`config.mk`:
```
export PLATFORM = sky130hd
export DESIGN_NAME = esc_throttle_arming_pulse_gen_core_flat
export DESIGN_NICKNAME = d
export VERILOG_FILES = /design/src/etap_pkg.sv /design/src/etap_if.sv /design/src/esc_throttle_arming_pulse_gen_core.sv /design/src/etap_dp.sv /design/src/etap_ctrl.sv /design/src/flat_wrapper.sv
export SDC_FILE = /design/constraint.sdc
export NUM_CORES = 2
export LEC_CHECK = 0
export BUFFER_PORTS_ARGS = -buffer_cell sky130_fd_sc_hd__buf_2
export CORE_UTILIZATION = 40
export DETAILED_ROUTE_END_ITERATION = 8
export GPL_TIMING_DRIVEN = 1
export HOLD_SLACK_MARGIN = 0.1
export SLEW_MARGIN = 25
export SYNTH_ARGS = -nofsm -noshare
export SYNTH_HDL_FRONTEND = slang
export SYNTH_SLANG_ARGS = --single-unit
```
`constraint.sdc`:
```
create_clock -name clk -period 11.3 [get_ports clk]
set_input_delay 2.26 -clock clk [delete_from_list [all_inputs] [get_ports clk]]
set_output_delay 2.26 -clock clk [all_outputs]
set_load 0.1 [all_outputs]
```
`src/etap_pkg.sv`:
```
// ---------------------------------------------------------------------------
// ESC arming and pulse generator - shared package
// Field widths, register indexes, reset values, controller encodings and the
// command/status bundles between the controller and the datapath.
// ---------------------------------------------------------------------------
package etap_pkg;

  // Item field widths
  localparam int KIND_W  = 2;
  localparam int THR_W   = 11;
  localparam int PULSE_W = 12;
  localparam int F_W     = 27;  // filter state, Q11.16 signed

  // Item kinds
  localparam logic [KIND_W-1:0] KIND_UPDATE   = 2'd0;
  localparam logic [KIND_W-1:0] KIND_FAILSAFE = 2'd1;
  localparam logic [KIND_W-1:0] KIND_START    = 2'd2;

  // Configuration port
  localparam int CFG_IDX_W  = 3;
  localparam int CFG_DATA_W = 16;

  localparam logic [CFG_IDX_W-1:0] CFG_ALPHA    = 3'd0;
  localparam logic [CFG_IDX_W-1:0] CFG_DEADBAND = 3'd1;
  localparam logic [CFG_IDX_W-1:0] CFG_GAIN     = 3'd2;
  localparam logic [CFG_IDX_W-1:0] CFG_MIN      = 3'd3;
  localparam logic [CFG_IDX_W-1:0] CFG_MAX      = 3'd4;
  localparam logic [CFG_IDX_W-1:0] CFG_NEUTRAL  = 3'd5;

  // Register reset values
  localparam logic [15:0]        RST_ALPHA    = 16'd13107;
  localparam logic [9:0]         RST_DEADBAND = 10'd50;
  localparam logic [15:0]        RST_GAIN     = 16'd32768;
  localparam logic [PULSE_W-1:0] RST_MIN      = 12'd1000;
  localparam logic [PULSE_W-1:0] RST_MAX      = 12'd2000;
  localparam logic [PULSE_W-1:0] RST_NEUTRAL  = 12'd1500;

  // Mapping constants: offset of the throttle range, and 1/125 reciprocal
  // (ceil(2^27/125)) used after a shift by 4 to divide by 2000
  localparam logic signed [12:0] THR_OFFSET = 13'sd1000;
  localparam logic [20:0]        RECIP_125  = 21'd1073742;

  // Operating mode
  typedef enum logic [1:0] {
    MODE_BOOT,
    MODE_WAIT,
    MODE_ARMED
  } mode_t;

  // Controller states
  typedef enum logic [3:0] {
    ST_IDLE,
    ST_MUL_F,
    ST_MUL_T,
    ST_FILT,
    ST_NEUT,
    ST_CHECK,
    ST_GAIN,
    ST_SPAN,
    ST_RECIP,
    ST_EMIT
  } state_t;

  // Operand select of the shared multiplier
  typedef enum logic [2:0] {
    MS_HOLD,
    MS_F_INV,
    MS_THR,
    MS_GAIN,
    MS_SPAN,
    MS_RECIP
  } mul_sel_t;

  typedef enum logic {
    OUT_NEUTRAL,
    OUT_SCALED
  } out_sel_t;

  typedef struct packed {
    mul_sel_t mul_sel;
    logic     ld_thr;
    logic     ld_acc;
    logic     clr_f;
    logic     ld_f;
    logic     ld_out;
    out_sel_t out_sel;
    logic     out_armed;
  } cmd_t;

  typedef struct packed {
    logic arm_ok;
  } stat_t;

endpackage

```
`src/etap_if.sv`:
```
// ---------------------------------------------------------------------------
// ESC arming and pulse generator - channel interfaces
// Valid/ready channels for throttle events in and pulse results out.
// ---------------------------------------------------------------------------
interface etap_in_if import etap_pkg::*; ();
  logic                    valid;
  logic                    ready;
  logic [KIND_W-1:0]       kind;
  logic signed [THR_W-1:0] throttle;

  modport source (output valid, kind, throttle, input ready);
  modport sink   (input valid, kind, throttle, output ready);
endinterface

interface etap_out_if import etap_pkg::*; ();
  logic               valid;
  logic               ready;
  logic [PULSE_W-1:0] pulse_us;
  logic               armed;

  modport source (output valid, pulse_us, armed, input ready);
  modport sink   (input valid, pulse_us, armed, output ready);
endinterface

```
`src/esc_throttle_arming_pulse_gen_core.sv`:
```
// ---------------------------------------------------------------------------
// ESC arming and pulse generator - top level
// Throttle update, failsafe and start events in; neutral or mapped pulse
// widths out, with the armed flag. EMA throttle filter and arming control.
// ---------------------------------------------------------------------------
// Failsafe and start give a neutral result; an update gives a neutral result
// while waiting for neutral and a mapped one while armed; an update in boot
// gives no result. One item at a time through a single shared multiplier: a
// new item is taken only once the last one has handed over its result.
// A pending result is held in the output register while the next item runs.
// Synchronous reset: boot mode, filter zero, registers to defaults.
module esc_throttle_arming_pulse_gen_core import etap_pkg::*; (
  input  logic                  clk,
  input  logic                  rst,
  etap_in_if.sink               in,
  etap_out_if.source            out,
  input  logic                  cfg_we,
  input  logic [CFG_IDX_W-1:0]  cfg_idx,
  input  logic [CFG_DATA_W-1:0] cfg_data
);

  cmd_t  cmd;
  stat_t stat;

  etap_ctrl u_ctrl (
    .clk       (clk),
    .rst       (rst),
    .in_valid  (in.valid),
    .in_kind   (in.kind),
    .in_ready  (in.ready),
    .out_ready (out.ready),
    .out_valid (out.valid),
    .cmd       (cmd),
    .stat      (stat)
  );

  etap_dp u_dp (
    .clk      (clk),
    .rst      (rst),
    .cmd      (cmd),
    .stat     (stat),
    .throttle (in.throttle),
    .cfg_we   (cfg_we),
    .cfg_idx  (cfg_idx),
    .cfg_data (cfg_data),
    .pulse_us (out.pulse_us),
    .armed    (out.armed)
  );

  // A new result never overwrites one that has not been taken
  a_no_overwrite: assert property (@(posedge clk) disable iff (rst)
    cmd.ld_out |-> (!out.valid || out.ready))
    else $error("result register loaded while a beat is pending");

  // An accepted update keeps the block busy for the filter steps
  a_update_busy: assert property (@(posedge clk) disable iff (rst)
    (in.valid && in.ready && in.kind == KIND_UPDATE) |=> !in.ready)
    else $error("input accepted during filter update");

  // The scaled pulse is only ever reported as armed
  a_scaled_armed: assert property (@(posedge clk) disable iff (rst)
    (cmd.ld_out && cmd.out_sel == OUT_SCALED) |-> cmd.out_armed)
    else $error("scaled pulse loaded without armed flag");

endmodule

```
`src/etap_dp.sv`:
```
// ---------------------------------------------------------------------------
// ESC arming and pulse generator - datapath
// Config registers, EMA filter state, one shared 28x22 signed multiplier,
// pulse mapping with divide-by-2000 through a reciprocal, and result register.
// ---------------------------------------------------------------------------
module etap_dp import etap_pkg::*; (
  input  logic                    clk,
  input  logic                    rst,
  input  cmd_t                    cmd,
  output stat_t                   stat,
  input  logic signed [THR_W-1:0] throttle,
  input  logic                    cfg_we,
  input  logic [CFG_IDX_W-1:0]    cfg_idx,
  input  logic [CFG_DATA_W-1:0]   cfg_data,
  output logic [PULSE_W-1:0]      pulse_us,
  output logic                    armed
);

  localparam int MA_W = 28;
  localparam int MB_W = 22;
  localparam int P_W  = MA_W + MB_W;

  // Configuration registers
  logic [15:0]        alpha;
  logic [9:0]         deadband;
  logic [15:0]        gain;
  logic [PULSE_W-1:0] min_pulse;
  logic [PULSE_W-1:0] max_pulse;
  logic [PULSE_W-1:0] neutral_pulse;

  // Working registers
  logic signed [THR_W-1:0] thr;
  logic signed [F_W-1:0]   f;
  logic signed [43:0]      acc;
  logic signed [P_W-1:0]   prod;
  logic                    neg;

  // Combinational terms
  logic [16:0]            inv_alpha;
  logic signed [MA_W-1:0] mul_a;
  logic signed [MB_W-1:0] mul_b;
  logic signed [P_W-1:0]  xsum;
  logic signed [12:0]     xv;
  logic signed [12:0]     xp;
  logic signed [12:0]     span;
  logic signed [24:0]     sp;
  logic [24:0]            sp_mag;
  logic [19:0]            mag_sh;
  logic signed [45:0]     fsum;
  logic signed [29:0]     nf;
  logic signed [F_W-1:0]  f_sat;
  logic signed [F_W:0]    fx;
  logic [F_W:0]           f_mag;
  logic [14:0]            q15;
  logic signed [14:0]     qs;
  logic signed [14:0]     lo15;
  logic signed [14:0]     hi15;
  logic signed [14:0]     p15;
  logic [PULSE_W-1:0]     scaled;

  // Register writes
  always_ff @(posedge clk) begin
    if (rst) begin
      alpha         <= RST_ALPHA;
      deadband      <= RST_DEADBAND;
      gain          <= RST_GAIN;
      min_pulse     <= RST_MIN;
      max_pulse     <= RST_MAX;
      neutral_pulse <= RST_NEUTRAL;
    end else if (cfg_we) begin
      case (cfg_idx)
        CFG_ALPHA:    alpha         <= cfg_data;
        CFG_DEADBAND: deadband      <= cfg_data[9:0];
        CFG_GAIN:     gain          <= cfg_data;
        CFG_MIN:      min_pulse     <= cfg_data[PULSE_W-1:0];
        CFG_MAX:      max_pulse     <= cfg_data[PULSE_W-1:0];
        CFG_NEUTRAL:  neutral_pulse <= cfg_data[PULSE_W-1:0];
        default: ;
      endcase
    end
  end

  // Scaled value x = trunc(f*gain / 2^31), offset by 1000 so that -1000..1000 maps to 0..2000
  always_comb begin
    xsum = prod + (prod[P_W-1] ? 50'sd2147483647 : 50'sd0);
    xv   = xsum[43:31];
    xp   = xv + THR_OFFSET;
    span = $signed({1'b0, max_pulse}) - $signed({1'b0, min_pulse});
  end

  // Magnitude of the span product, pre-shifted by 4 (2000 = 16 * 125)
  always_comb begin
    sp     = prod[24:0];
    sp_mag = sp[24] ? 25'(-sp) : 25'(sp);
    mag_sh = sp_mag[23:4];
  end

  // Shared multiplier operand select
  always_comb begin
    inv_alpha = 17'h10000 - {1'b0, alpha};
    case (cmd.mul_sel)
      MS_F_INV: begin
        mul_a = {f[F_W-1], f};
        mul_b = {5'b0, inv_alpha};
      end
      MS_THR: begin
        mul_a = {{(MA_W-THR_W){thr[THR_W-1]}}, thr};
        mul_b = {6'b0, alpha};
      end
      MS_GAIN: begin
        mul_a = {f[F_W-1], f};
        mul_b = {6'b0, gain};
      end
      MS_SPAN: begin
        mul_a = {{15{xp[12]}}, xp};
        mul_b = {{9{span[12]}}, span};
      end
      MS_RECIP: begin
        mul_a = {8'b0, mag_sh};
        mul_b = {1'b0, RECIP_125};
      end
      default: begin
        mul_a = '0;
        mul_b = '0;
      end
    endcase
  end

  always_ff @(posedge clk) begin
    if (cmd.mul_sel != MS_HOLD) begin
      prod <= mul_a * mul_b;
    end
    if (cmd.mul_sel == MS_RECIP) begin
      neg <= sp[24];
    end
    if (cmd.ld_acc) begin
      acc <= prod[43:0];
    end
    if (cmd.ld_thr) begin
      thr <= throttle;
    end
  end

  // Filter update: round half up, then saturate to 27 bits
  always_comb begin
    fsum = {{2{acc[43]}}, acc} + {{3{prod[26]}}, prod[26:0], 16'b0} + 46'sd32768;
    nf   = fsum[45:16];
    if (nf > 30'sd67108863) begin
      f_sat = 27'sh3FFFFFF;
    end else if (nf < -30'sd67108864) begin
      f_sat = 27'sh4000000;
    end else begin
      f_sat = nf[F_W-1:0];
    end
  end

  always_ff @(posedge clk) begin
    if (rst || cmd.clr_f) begin
      f <= '0;
    end else if (cmd.ld_f) begin
      f <= f_sat;
    end
  end

  // Arming test |f| < deadband * 2^16
  always_comb begin
    fx          = {f[F_W-1], f};
    f_mag       = fx[F_W] ? 28'(-fx) : 28'(fx);
    stat.arm_ok = f_mag < {2'b0, deadband, 16'b0};
  end

  // Quotient of the span product by 2000, offset by min and clamped
  always_comb begin
    q15  = {1'b0, prod[40:27]};
    qs   = neg ? 15'(-q15) : 15'(q15);
    lo15 = $signed({3'b0, min_pulse});
    hi15 = $signed({3'b0, max_pulse});
    p15  = qs + lo15;
    if (p15 < lo15) begin
      scaled = min_pulse;
    end else if (p15 > hi15) begin
      scaled = max_pulse;
    end else begin
      scaled = p15[PULSE_W-1:0];
    end
  end

  // Result register
  always_ff @(posedge clk) begin
    if (cmd.ld_out) begin
      pulse_us <= (cmd.out_sel == OUT_NEUTRAL) ? neutral_pulse : scaled;
      armed    <= cmd.out_armed;
    end
  end

endmodule

```
`src/etap_ctrl.sv`:
```
// ---------------------------------------------------------------------------
// ESC arming and pulse generator - controller
// Sequences the shared multiplier, holds the operating mode and the
// result-valid flag, and runs the input/output handshakes.
// ---------------------------------------------------------------------------
module etap_ctrl import etap_pkg::*; (
  input  logic              clk,
  input  logic              rst,
  input  logic              in_valid,
  input  logic [KIND_W-1:0] in_kind,
  output logic              in_ready,
  input  logic              out_ready,
  output logic              out_valid,
  output cmd_t              cmd,
  input  stat_t             stat
);

  state_t state;
  state_t state_next;
  mode_t  mode;
  mode_t  mode_next;
  logic   out_valid_next;
  logic   slot_free;

  assign slot_free = !out_valid || out_ready;
  assign in_ready  = (state == ST_IDLE);

  // Next state, mode and result flag
  always_comb begin
    state_next = state;
    mode_next  = mode;
    case (state)
      ST_IDLE: begin
        if (in_valid) begin
          case (in_kind) inside
            KIND_UPDATE: state_next = ST_MUL_F;
            KIND_FAILSAFE, KIND_START: begin
              state_next = ST_NEUT;
              mode_next  = MODE_WAIT;
            end
            default: ;
          endcase
        end
      end
      ST_MUL_F: state_next = ST_MUL_T;
      ST_MUL_T: state_next = ST_FILT;
      ST_FILT: begin
        case (mode)
          MODE_WAIT:  state_next = ST_CHECK;
          MODE_ARMED: state_next = ST_GAIN;
          default:    state_next = ST_IDLE;
        endcase
      end
      ST_NEUT: begin
        if (slot_free) state_next = ST_IDLE;
      end
      ST_CHECK: begin
        if (slot_free) begin
          state_next = ST_IDLE;
          if (stat.arm_ok) mode_next = MODE_ARMED;
        end
      end
      ST_GAIN:  state_next = ST_SPAN;
      ST_SPAN:  state_next = ST_RECIP;
      ST_RECIP: state_next = ST_EMIT;
      ST_EMIT: begin
        if (slot_free) state_next = ST_IDLE;
      end
      default: state_next = ST_IDLE;
    endcase
    out_valid_next = cmd.ld_out | (out_valid & ~out_ready);
  end

  // Datapath commands
  always_comb begin
    cmd = '{mul_sel: MS_HOLD, out_sel: OUT_NEUTRAL, default: 1'b0};
    case (state)
      ST_IDLE: begin
        if (in_valid) begin
          cmd.ld_thr = (in_kind == KIND_UPDATE);
          cmd.clr_f  = (in_kind == KIND_FAILSAFE) || (in_kind == KIND_START);
        end
      end
      ST_MUL_F: cmd.mul_sel = MS_F_INV;
      ST_MUL_T: begin
        cmd.mul_sel = MS_THR;
        cmd.ld_acc  = 1'b1;
      end
      ST_FILT: cmd.ld_f = 1'b1;
      ST_NEUT: cmd.ld_out = slot_free;
      ST_CHECK: begin
        cmd.ld_out    = slot_free;
        cmd.out_armed = stat.arm_ok;
      end
      ST_GAIN:  cmd.mul_sel = MS_GAIN;
      ST_SPAN:  cmd.mul_sel = MS_SPAN;
      ST_RECIP: cmd.mul_sel = MS_RECIP;
      ST_EMIT: begin
        cmd.ld_out    = slot_free;
        cmd.out_sel   = OUT_SCALED;
        cmd.out_armed = 1'b1;
      end
      default: ;
    endcase
  end

  always_ff @(posedge clk) begin
    if (rst) begin
      state     <= ST_IDLE;
      mode      <= MODE_BOOT;
      out_valid <= 1'b0;
    end else begin
      state     <= state_next;
      mode      <= mode_next;
      out_valid <= out_valid_next;
    end
  end

endmodule

```
`src/flat_wrapper.sv`:
```
// flat-port wrapper written by rule: the top's interface ports become plain ports
module esc_throttle_arming_pulse_gen_core_flat import etap_pkg::*;
  (clk, rst, cfg_we, cfg_idx, cfg_data, in_valid, in_kind, in_throttle, in_ready, out_valid, out_pulse_us, out_armed, out_ready);
  etap_in_if in_i ();
  etap_out_if out_i ();
  input  logic clk;
  input  logic rst;
  input  logic cfg_we;
  input  logic [CFG_IDX_W-1:0] cfg_idx;
  input  logic [CFG_DATA_W-1:0] cfg_data;
  input wire logic [$bits(in_i.valid)-1:0] in_valid;
  input wire logic [$bits(in_i.kind)-1:0] in_kind;
  input wire logic [$bits(in_i.throttle)-1:0] in_throttle;
  output wire logic [$bits(in_i.ready)-1:0] in_ready;
  output wire logic [$bits(out_i.valid)-1:0] out_valid;
  output wire logic [$bits(out_i.pulse_us)-1:0] out_pulse_us;
  output wire logic [$bits(out_i.armed)-1:0] out_armed;
  input wire logic [$bits(out_i.ready)-1:0] out_ready;
  assign in_i.valid = in_valid;
  assign in_i.kind = in_kind;
  assign in_i.throttle = in_throttle;
  assign in_ready = in_i.ready;
  assign out_valid = out_i.valid;
  assign out_pulse_us = out_i.pulse_us;
  assign out_armed = out_i.armed;
  assign out_i.ready = out_ready;
  esc_throttle_arming_pulse_gen_core u_core (.clk(clk), .rst(rst), .in(in_i), .out(out_i), .cfg_we(cfg_we), .cfg_idx(cfg_idx), .cfg_data(cfg_data));
endmodule
```
* Yosys cells after proc, flatten, opt, wreduce, memory -nomap -nowiden
Cells that the tools add are included.
** Word-level totals
- Register bits :: 231
- Bits in latches :: 0
- RAM bits :: 0
- ROM bits :: 0
- Bits of input ports :: 37
- Memories kept :: 0
** Cells by class
- $add $sub $neg :: 10
- Multiply operators :: 1
- Divide/modulo/power cells :: 0
- $lt $le $gt $ge :: 5
- Equal/unequal tests :: 30
- Shift-type cells :: 0
- Multiplexer cells :: 33
- Bitwise gates (word level) :: 3
- Reductions and logical operators :: 20
** Operators with widths (number)
- $pmux W28 S4 :: 1
- $pmux W22 S5 :: 1
- $mux W27 :: 2
- $mul A28 B22 Y50 :: 1
- $add A45 B17 Y46 const B :: 1
- $add A44 B43 Y45 :: 1
- $add A44 B32 Y44 :: 1
- $mux W12 :: 3
- $pmux W4 S8 :: 1
- $mux W31 :: 1
- $gt A30 B27 Y1 const B :: 1
- $lt A30 B27 Y1 const B :: 1
- $lt A28 B26 Y1 :: 1
- $mux W28 :: 1
- $neg A27 Y28 :: 1
- $mux W24 :: 1
- $neg A24 Y24 :: 1
- $sub A17 B16 Y17 const A :: 1
- $eq A4 B3 Y1 const B :: 4
- $mux W4 :: 4
- $add A15 B13 Y15 :: 1
- $gt A15 B13 Y1 :: 1
- $lt A15 B13 Y1 :: 1
- $mux W15 :: 1
- other kinds (35) :: 69

* Depth between registers and ports, before layout
- Depth after elaboration :: 7
- Depth in mapped cells :: 44
- Depth with buffers taken out :: 42

* Hierarchy
Synthesis repeated with hierarchy kept, for this count alone.
** Second synthesis, totals
- Cells, all modules :: 4115
- Area, all modules :: 35786.8 µm²
** Modules (own cells, without submodules)
- etap_dp :: times used 1, cells each 4041, area an instance 35217.5 µm²
- etap_ctrl :: times used 1, cells each 74, area an instance 569.3 µm²

* Worst setup path after synthesis
No wires, ideal clock.
- Path type :: register to register
- Start :: register u_core.u_dp.prod[49]
- End :: register u_core.u_dp.prod[42] (data pin)
- Library setup time :: 0.266 ns
- Arrival time :: 9.996 ns
- Required time :: 11.034 ns
- Path slack :: 1.038 ns
- Cell stages (with the launch flop) :: 45
- Path buffers :: 2
- Path through :: edfxtp_1 > ha_1 > a21oi_1 > nand2_1 > a221o_1 > a31oi_1 > o21a_1 > buf_2 > nor2_1 > nand2_1 > xor2_1 > inv_1 > ha_1 > and3_1 > mux2i_1 > xnor2_1 > nand2_1 > o211ai_1 > [... 9 more ...] > inv_1 > fa_1 > inv_1 > fa_1 > inv_1 > fa_1 > inv_1 > ha_1 > and4_1 > nand2_1 > o31ai_1 > nor3_1 > o21ai_0 > nand4_1 > a311o_1 > nand3_1 > o41ai_1 > xnor2_1
** On the way
- Longest elaborated chain between the ends :: 5
** RTL lines
- start: declaration :: RTL line etap_dp.sv:35 : logic signed [P_W-1:0] prod;
- start signal: assignment :: RTL line etap_dp.sv:131 : prod <= mul_a * mul_b;
- $mux W31 :: RTL line etap_dp.sv:85 : xsum = prod + (prod[P_W-1] ? 50'sd2147483647 : 50'sd0);
- $add A44 B32 Y44 :: RTL line etap_dp.sv:85
- $add A13 B11 Y13 :: RTL line etap_dp.sv:87 : xp = xv + THR_OFFSET;
- $pmux W28 S4 :: RTL line etap_dp.sv:101 : case (cmd.mul_sel)
- $mul A28 B22 Y50 :: RTL line etap_dp.sv:131
Every way passes these cells.
A chain may end at the register's enable or synchronous reset.

* Worst setup path after layout
- Start :: register u_core.u_dp.prod[18]
- End :: register u_core.u_dp.prod[49] (data pin)
** On the way
- Longest elaborated chain between the ends :: 4
** RTL lines (RTL line)
- $add A44 B32 Y44 or $neg A24 Y24 (tied branches) :: etap_dp.sv:85, etap_dp.sv:94
- $add A13 B11 Y13 or $mux W24 (tied branches) :: etap_dp.sv:87, etap_dp.sv:94
- $pmux W28 S4 * :: etap_dp.sv:101
- $mul A28 B22 Y50 * :: etap_dp.sv:131
Mark *: on every way between the ends. The rest lies on a longest branch, timed or not.

==> impl_metrics.ini <==
[critical_path]
slowest_stage = a21oi_1
crit_required_ns = 11.52
arrival_ns = 11.09
crit_type = flip-flop to flip-flop
worst_path_largest_cell_delay_ns = 0.61
cp-end-kind = flip-flop
start_kind = flip-flop
path_common_cell = fa_1
path_max_fanout = 14

[logic_synthesis]
synth-seq-cells = 211
synth_edf_count = 99
ys_types = 90
synth_async_sr_flop_share = 0
synth_ff_type = dfxtp_1
syn_area_um2 = 36600
yosys_warnings = 0
synthCells = 4116
ys_seq_area_frac = 0.142
syn-num-nets = 5029
syn_avg_cell_area_um2 = 8.90

[power]
p_per_area_nw_per_um2 = 99.8
p_comb_frac = 0.531
ir_drop_mv = 0.125
cellLeakagePower_nw = 18.7
p_int_mw = 2.03
power.share.switching = 0.486
power_switching_mw = 1.92
p_seq_frac = 0.272
pwr-share-clk = 0.197
p_total_mw = 3.95

[floorplan]
floorplan.initialDensity = 0.405
die_x_um = 305
io-pin-count = 52
coreArea_um2 = 90400
rows = 110
die_area_um2 = 92800
die_h_um = 305

[timing]
worst_pin_slew_ns = 1.13
fin_crit_sh = 0.962
clock_skew_ns = 0.0314
layout_min_cycle_time_ns = 10.87
max_freq_mhz = 92.0
finalHoldViolations = 0
fin_setup_tns_ns = 0
finalSetupViolations = 0
drv_slew = 0
slew_headroom = 0.245

[route]
avgRoutedWirePerCell_um = 22.3
vias_per_cell = 5.69
drtAntennaViolNets = 0
dr.pass1.iters = 6
routed_wl_um = 118000
via_count = 30200
drt_iter0_drc = 2918
drc = 0

[layout]
n_antenna_cell = 0
drive_above_1_share = 0.0751
nFillCells = 8868
layout_commonest_cell = inv_1
fin_cells = 5302
area_growth_pct = 8.00
nets = 5022
layout_common_cells = inv_1 (753), fa_1 (608), nand2_1 (429)

[global_route]
grtUsageTotal = 0.255
grt_max_degree = 87
first_global_vias = 30200
grt_pass1_wl_um = 183000
antenna_found_initial = 2
grt_overflow = 0

[cts]
cts_sinks = 211
ctsHoldBuffers = 0
cts_tree = built
clk_path_buf_depth = 3
h-tree-depth = 1
cts-root-buf = clkbuf_16
path_clk_slew_ns = 0.07
cts_inserted_buffers = 23
worstSkewPairLatency_ns = 0.55

[placed_design]
portBuffers = 51
dp_hpwl_um = 92800
numPlacedInstances = 5252
gp_congestion = 0.960

[min_path]
hold_class = flip-flop to flip-flop

[status]
status = completed

[flow_run]
cap_violations = 0
==> metal layers <==
metal | wire length [um] | track usage | up-vias
met5 | 12 | 0 | -
met4 | 3580 | 0.0701 | 2
met3 | 10000 | 0.0424 | 187
met2 | 53600 | 0.407 | 1238
met1 | 50900 | 0.357 | 15100
li1 | - | - | 13600
==> power by group through the flow <==
stage | Combinational [mW] | Clock (mW) | Sequential, mW
final | 2.10 | 0.780 | 1.07
after global routing | 2.27 | 0.818 | 1.08
after CTS | 2.04 | 0.796 | 1.07
after detailed placement | 2.02 | 0 | 1.09
after global placement | 2.00 | 0 | 1.09
after floorplan | 1.35 | 0 | 1.06
==> what timing repair did <==
item / 4_1_cts / 5_1_grt
cloned: 0 / 1
setup endpoints to repair: 4 / 7
hold endpoints to repair: 0 / 0
pin swaps: 0 / 2
setup buffers: 2 / 5
gates resized for setup: 3 / 25
==> final timing paths <==
check                                                           startpoint                                         end  slack (ns)  cells after the start
worst min-delay path            u_core.u_dp.neutral_pulse[11]$_SDFFE_PP0P_  u_core.u_dp.neutral_pulse[11]$_SDFFE_PP0P_        0.45                      2
worst min register to register  u_core.u_dp.neutral_pulse[11]$_SDFFE_PP0P_  u_core.u_dp.neutral_pulse[11]$_SDFFE_PP0P_        0.45                      2
worst max register to register              u_core.u_dp.prod[18]$_DFFE_PP_              u_core.u_dp.prod[49]$_DFFE_PP_        0.43                     36
worst max-delay path                        u_core.u_dp.prod[18]$_DFFE_PP_              u_core.u_dp.prod[49]$_DFFE_PP_        0.43                     36
==> registers in the layout (all words and copies together), names as in the netlist <==
name / flops
u_core.u_dp.alpha: 16
u_core.u_ctrl.mode: 2
u_core.u_dp.f: 27
u_core.u_dp.deadband: 10
u_core.u_dp.min_pulse: 12
u_core.u_dp.gain: 16
u_core.u_dp.thr: 11
u_core.u_ctrl.out_valid: 1
u_core.u_dp.neg: 1
u_core.u_dp.prod: 45
u_core.u_dp.acc: 29
u_core.u_dp.max_pulse: 12
u_core.u_ctrl.state: 4
u_core.u_dp.pulse_us: 12
u_core.u_dp.armed: 1
u_core.u_dp.neutral_pulse: 12
==> cell families after synthesis <==
family / Yosys count / share of synthesized area
simple gates: 1140 / 0.147
mux: 39 / 0.0112
compound gates: 740 / 0.141
buf+inv: 968 / 0.100
xor+xnor: 142 / 0.0340
fa+ha+maj: 876 / 0.424
flops: 211 / 0.142
==> synthesized netlist by cell type, types with 94 or more instances <==
master | instances | area [um^2]
inv_1 | 753 | 2830
fa_1 | 609 | 12200
nand2_1 | 431 | 1620
ha_1 | 267 | 3340
nor2_1 | 191 | 717
clkbuf_1 | 179 | 672
a21oi_1 | 162 | 811
nand3_1 | 150 | 751
o21ai_0 | 148 | 741
dfxtp_1 | 112 | 2240
nor3_1 | 100 | 500
edfxtp_1 | 99 | 2970
xnor2_1 | 94 | 823
==> cell type report <==
class	count	area, um^2	share of cell area
flip-flops and latches	211	5220	0.132
well taps	1176	1470	0.0372
multi-input cells	2937	28000	0.708
clock inverters	9	113	0.00285
repair buffers	180	1270	0.0320
inverters	756	2840	0.0717
clock buffers	33	637	0.0161
==> worst max-delay path, delay by kind of cell, from the launching register on <==
kind                     cells  cell delay [ns]
buffers and inverters        7             0.73
flip-flops                   1             0.55
AND/OR/NAND/NOR             12             2.32
adder cells (fa/ha/maj)      9             4.35
XOR/XNOR                     2             0.64
AO/OA/AOI/OAI                6             1.95
==> metrics by stage <==
stage | worst slack [ns] | util | instance area, um^2 | hold WS [ns]
after global placement | -0.112 | 0.427 | 38600 | 0.443
after CTS | 0.0463 | 0.436 | 39400 | 0.456
after global routing | -0.0150 | 0.437 | 39600 | 0.472
after floorplan | 1.04 | - | 36600 | 0.421
after detailed placement | -0.369 | 0.427 | 38600 | 0.447
final | 0.427 | 0.437 | 39600 | 0.454
Power figures use the tool's default switching activity.
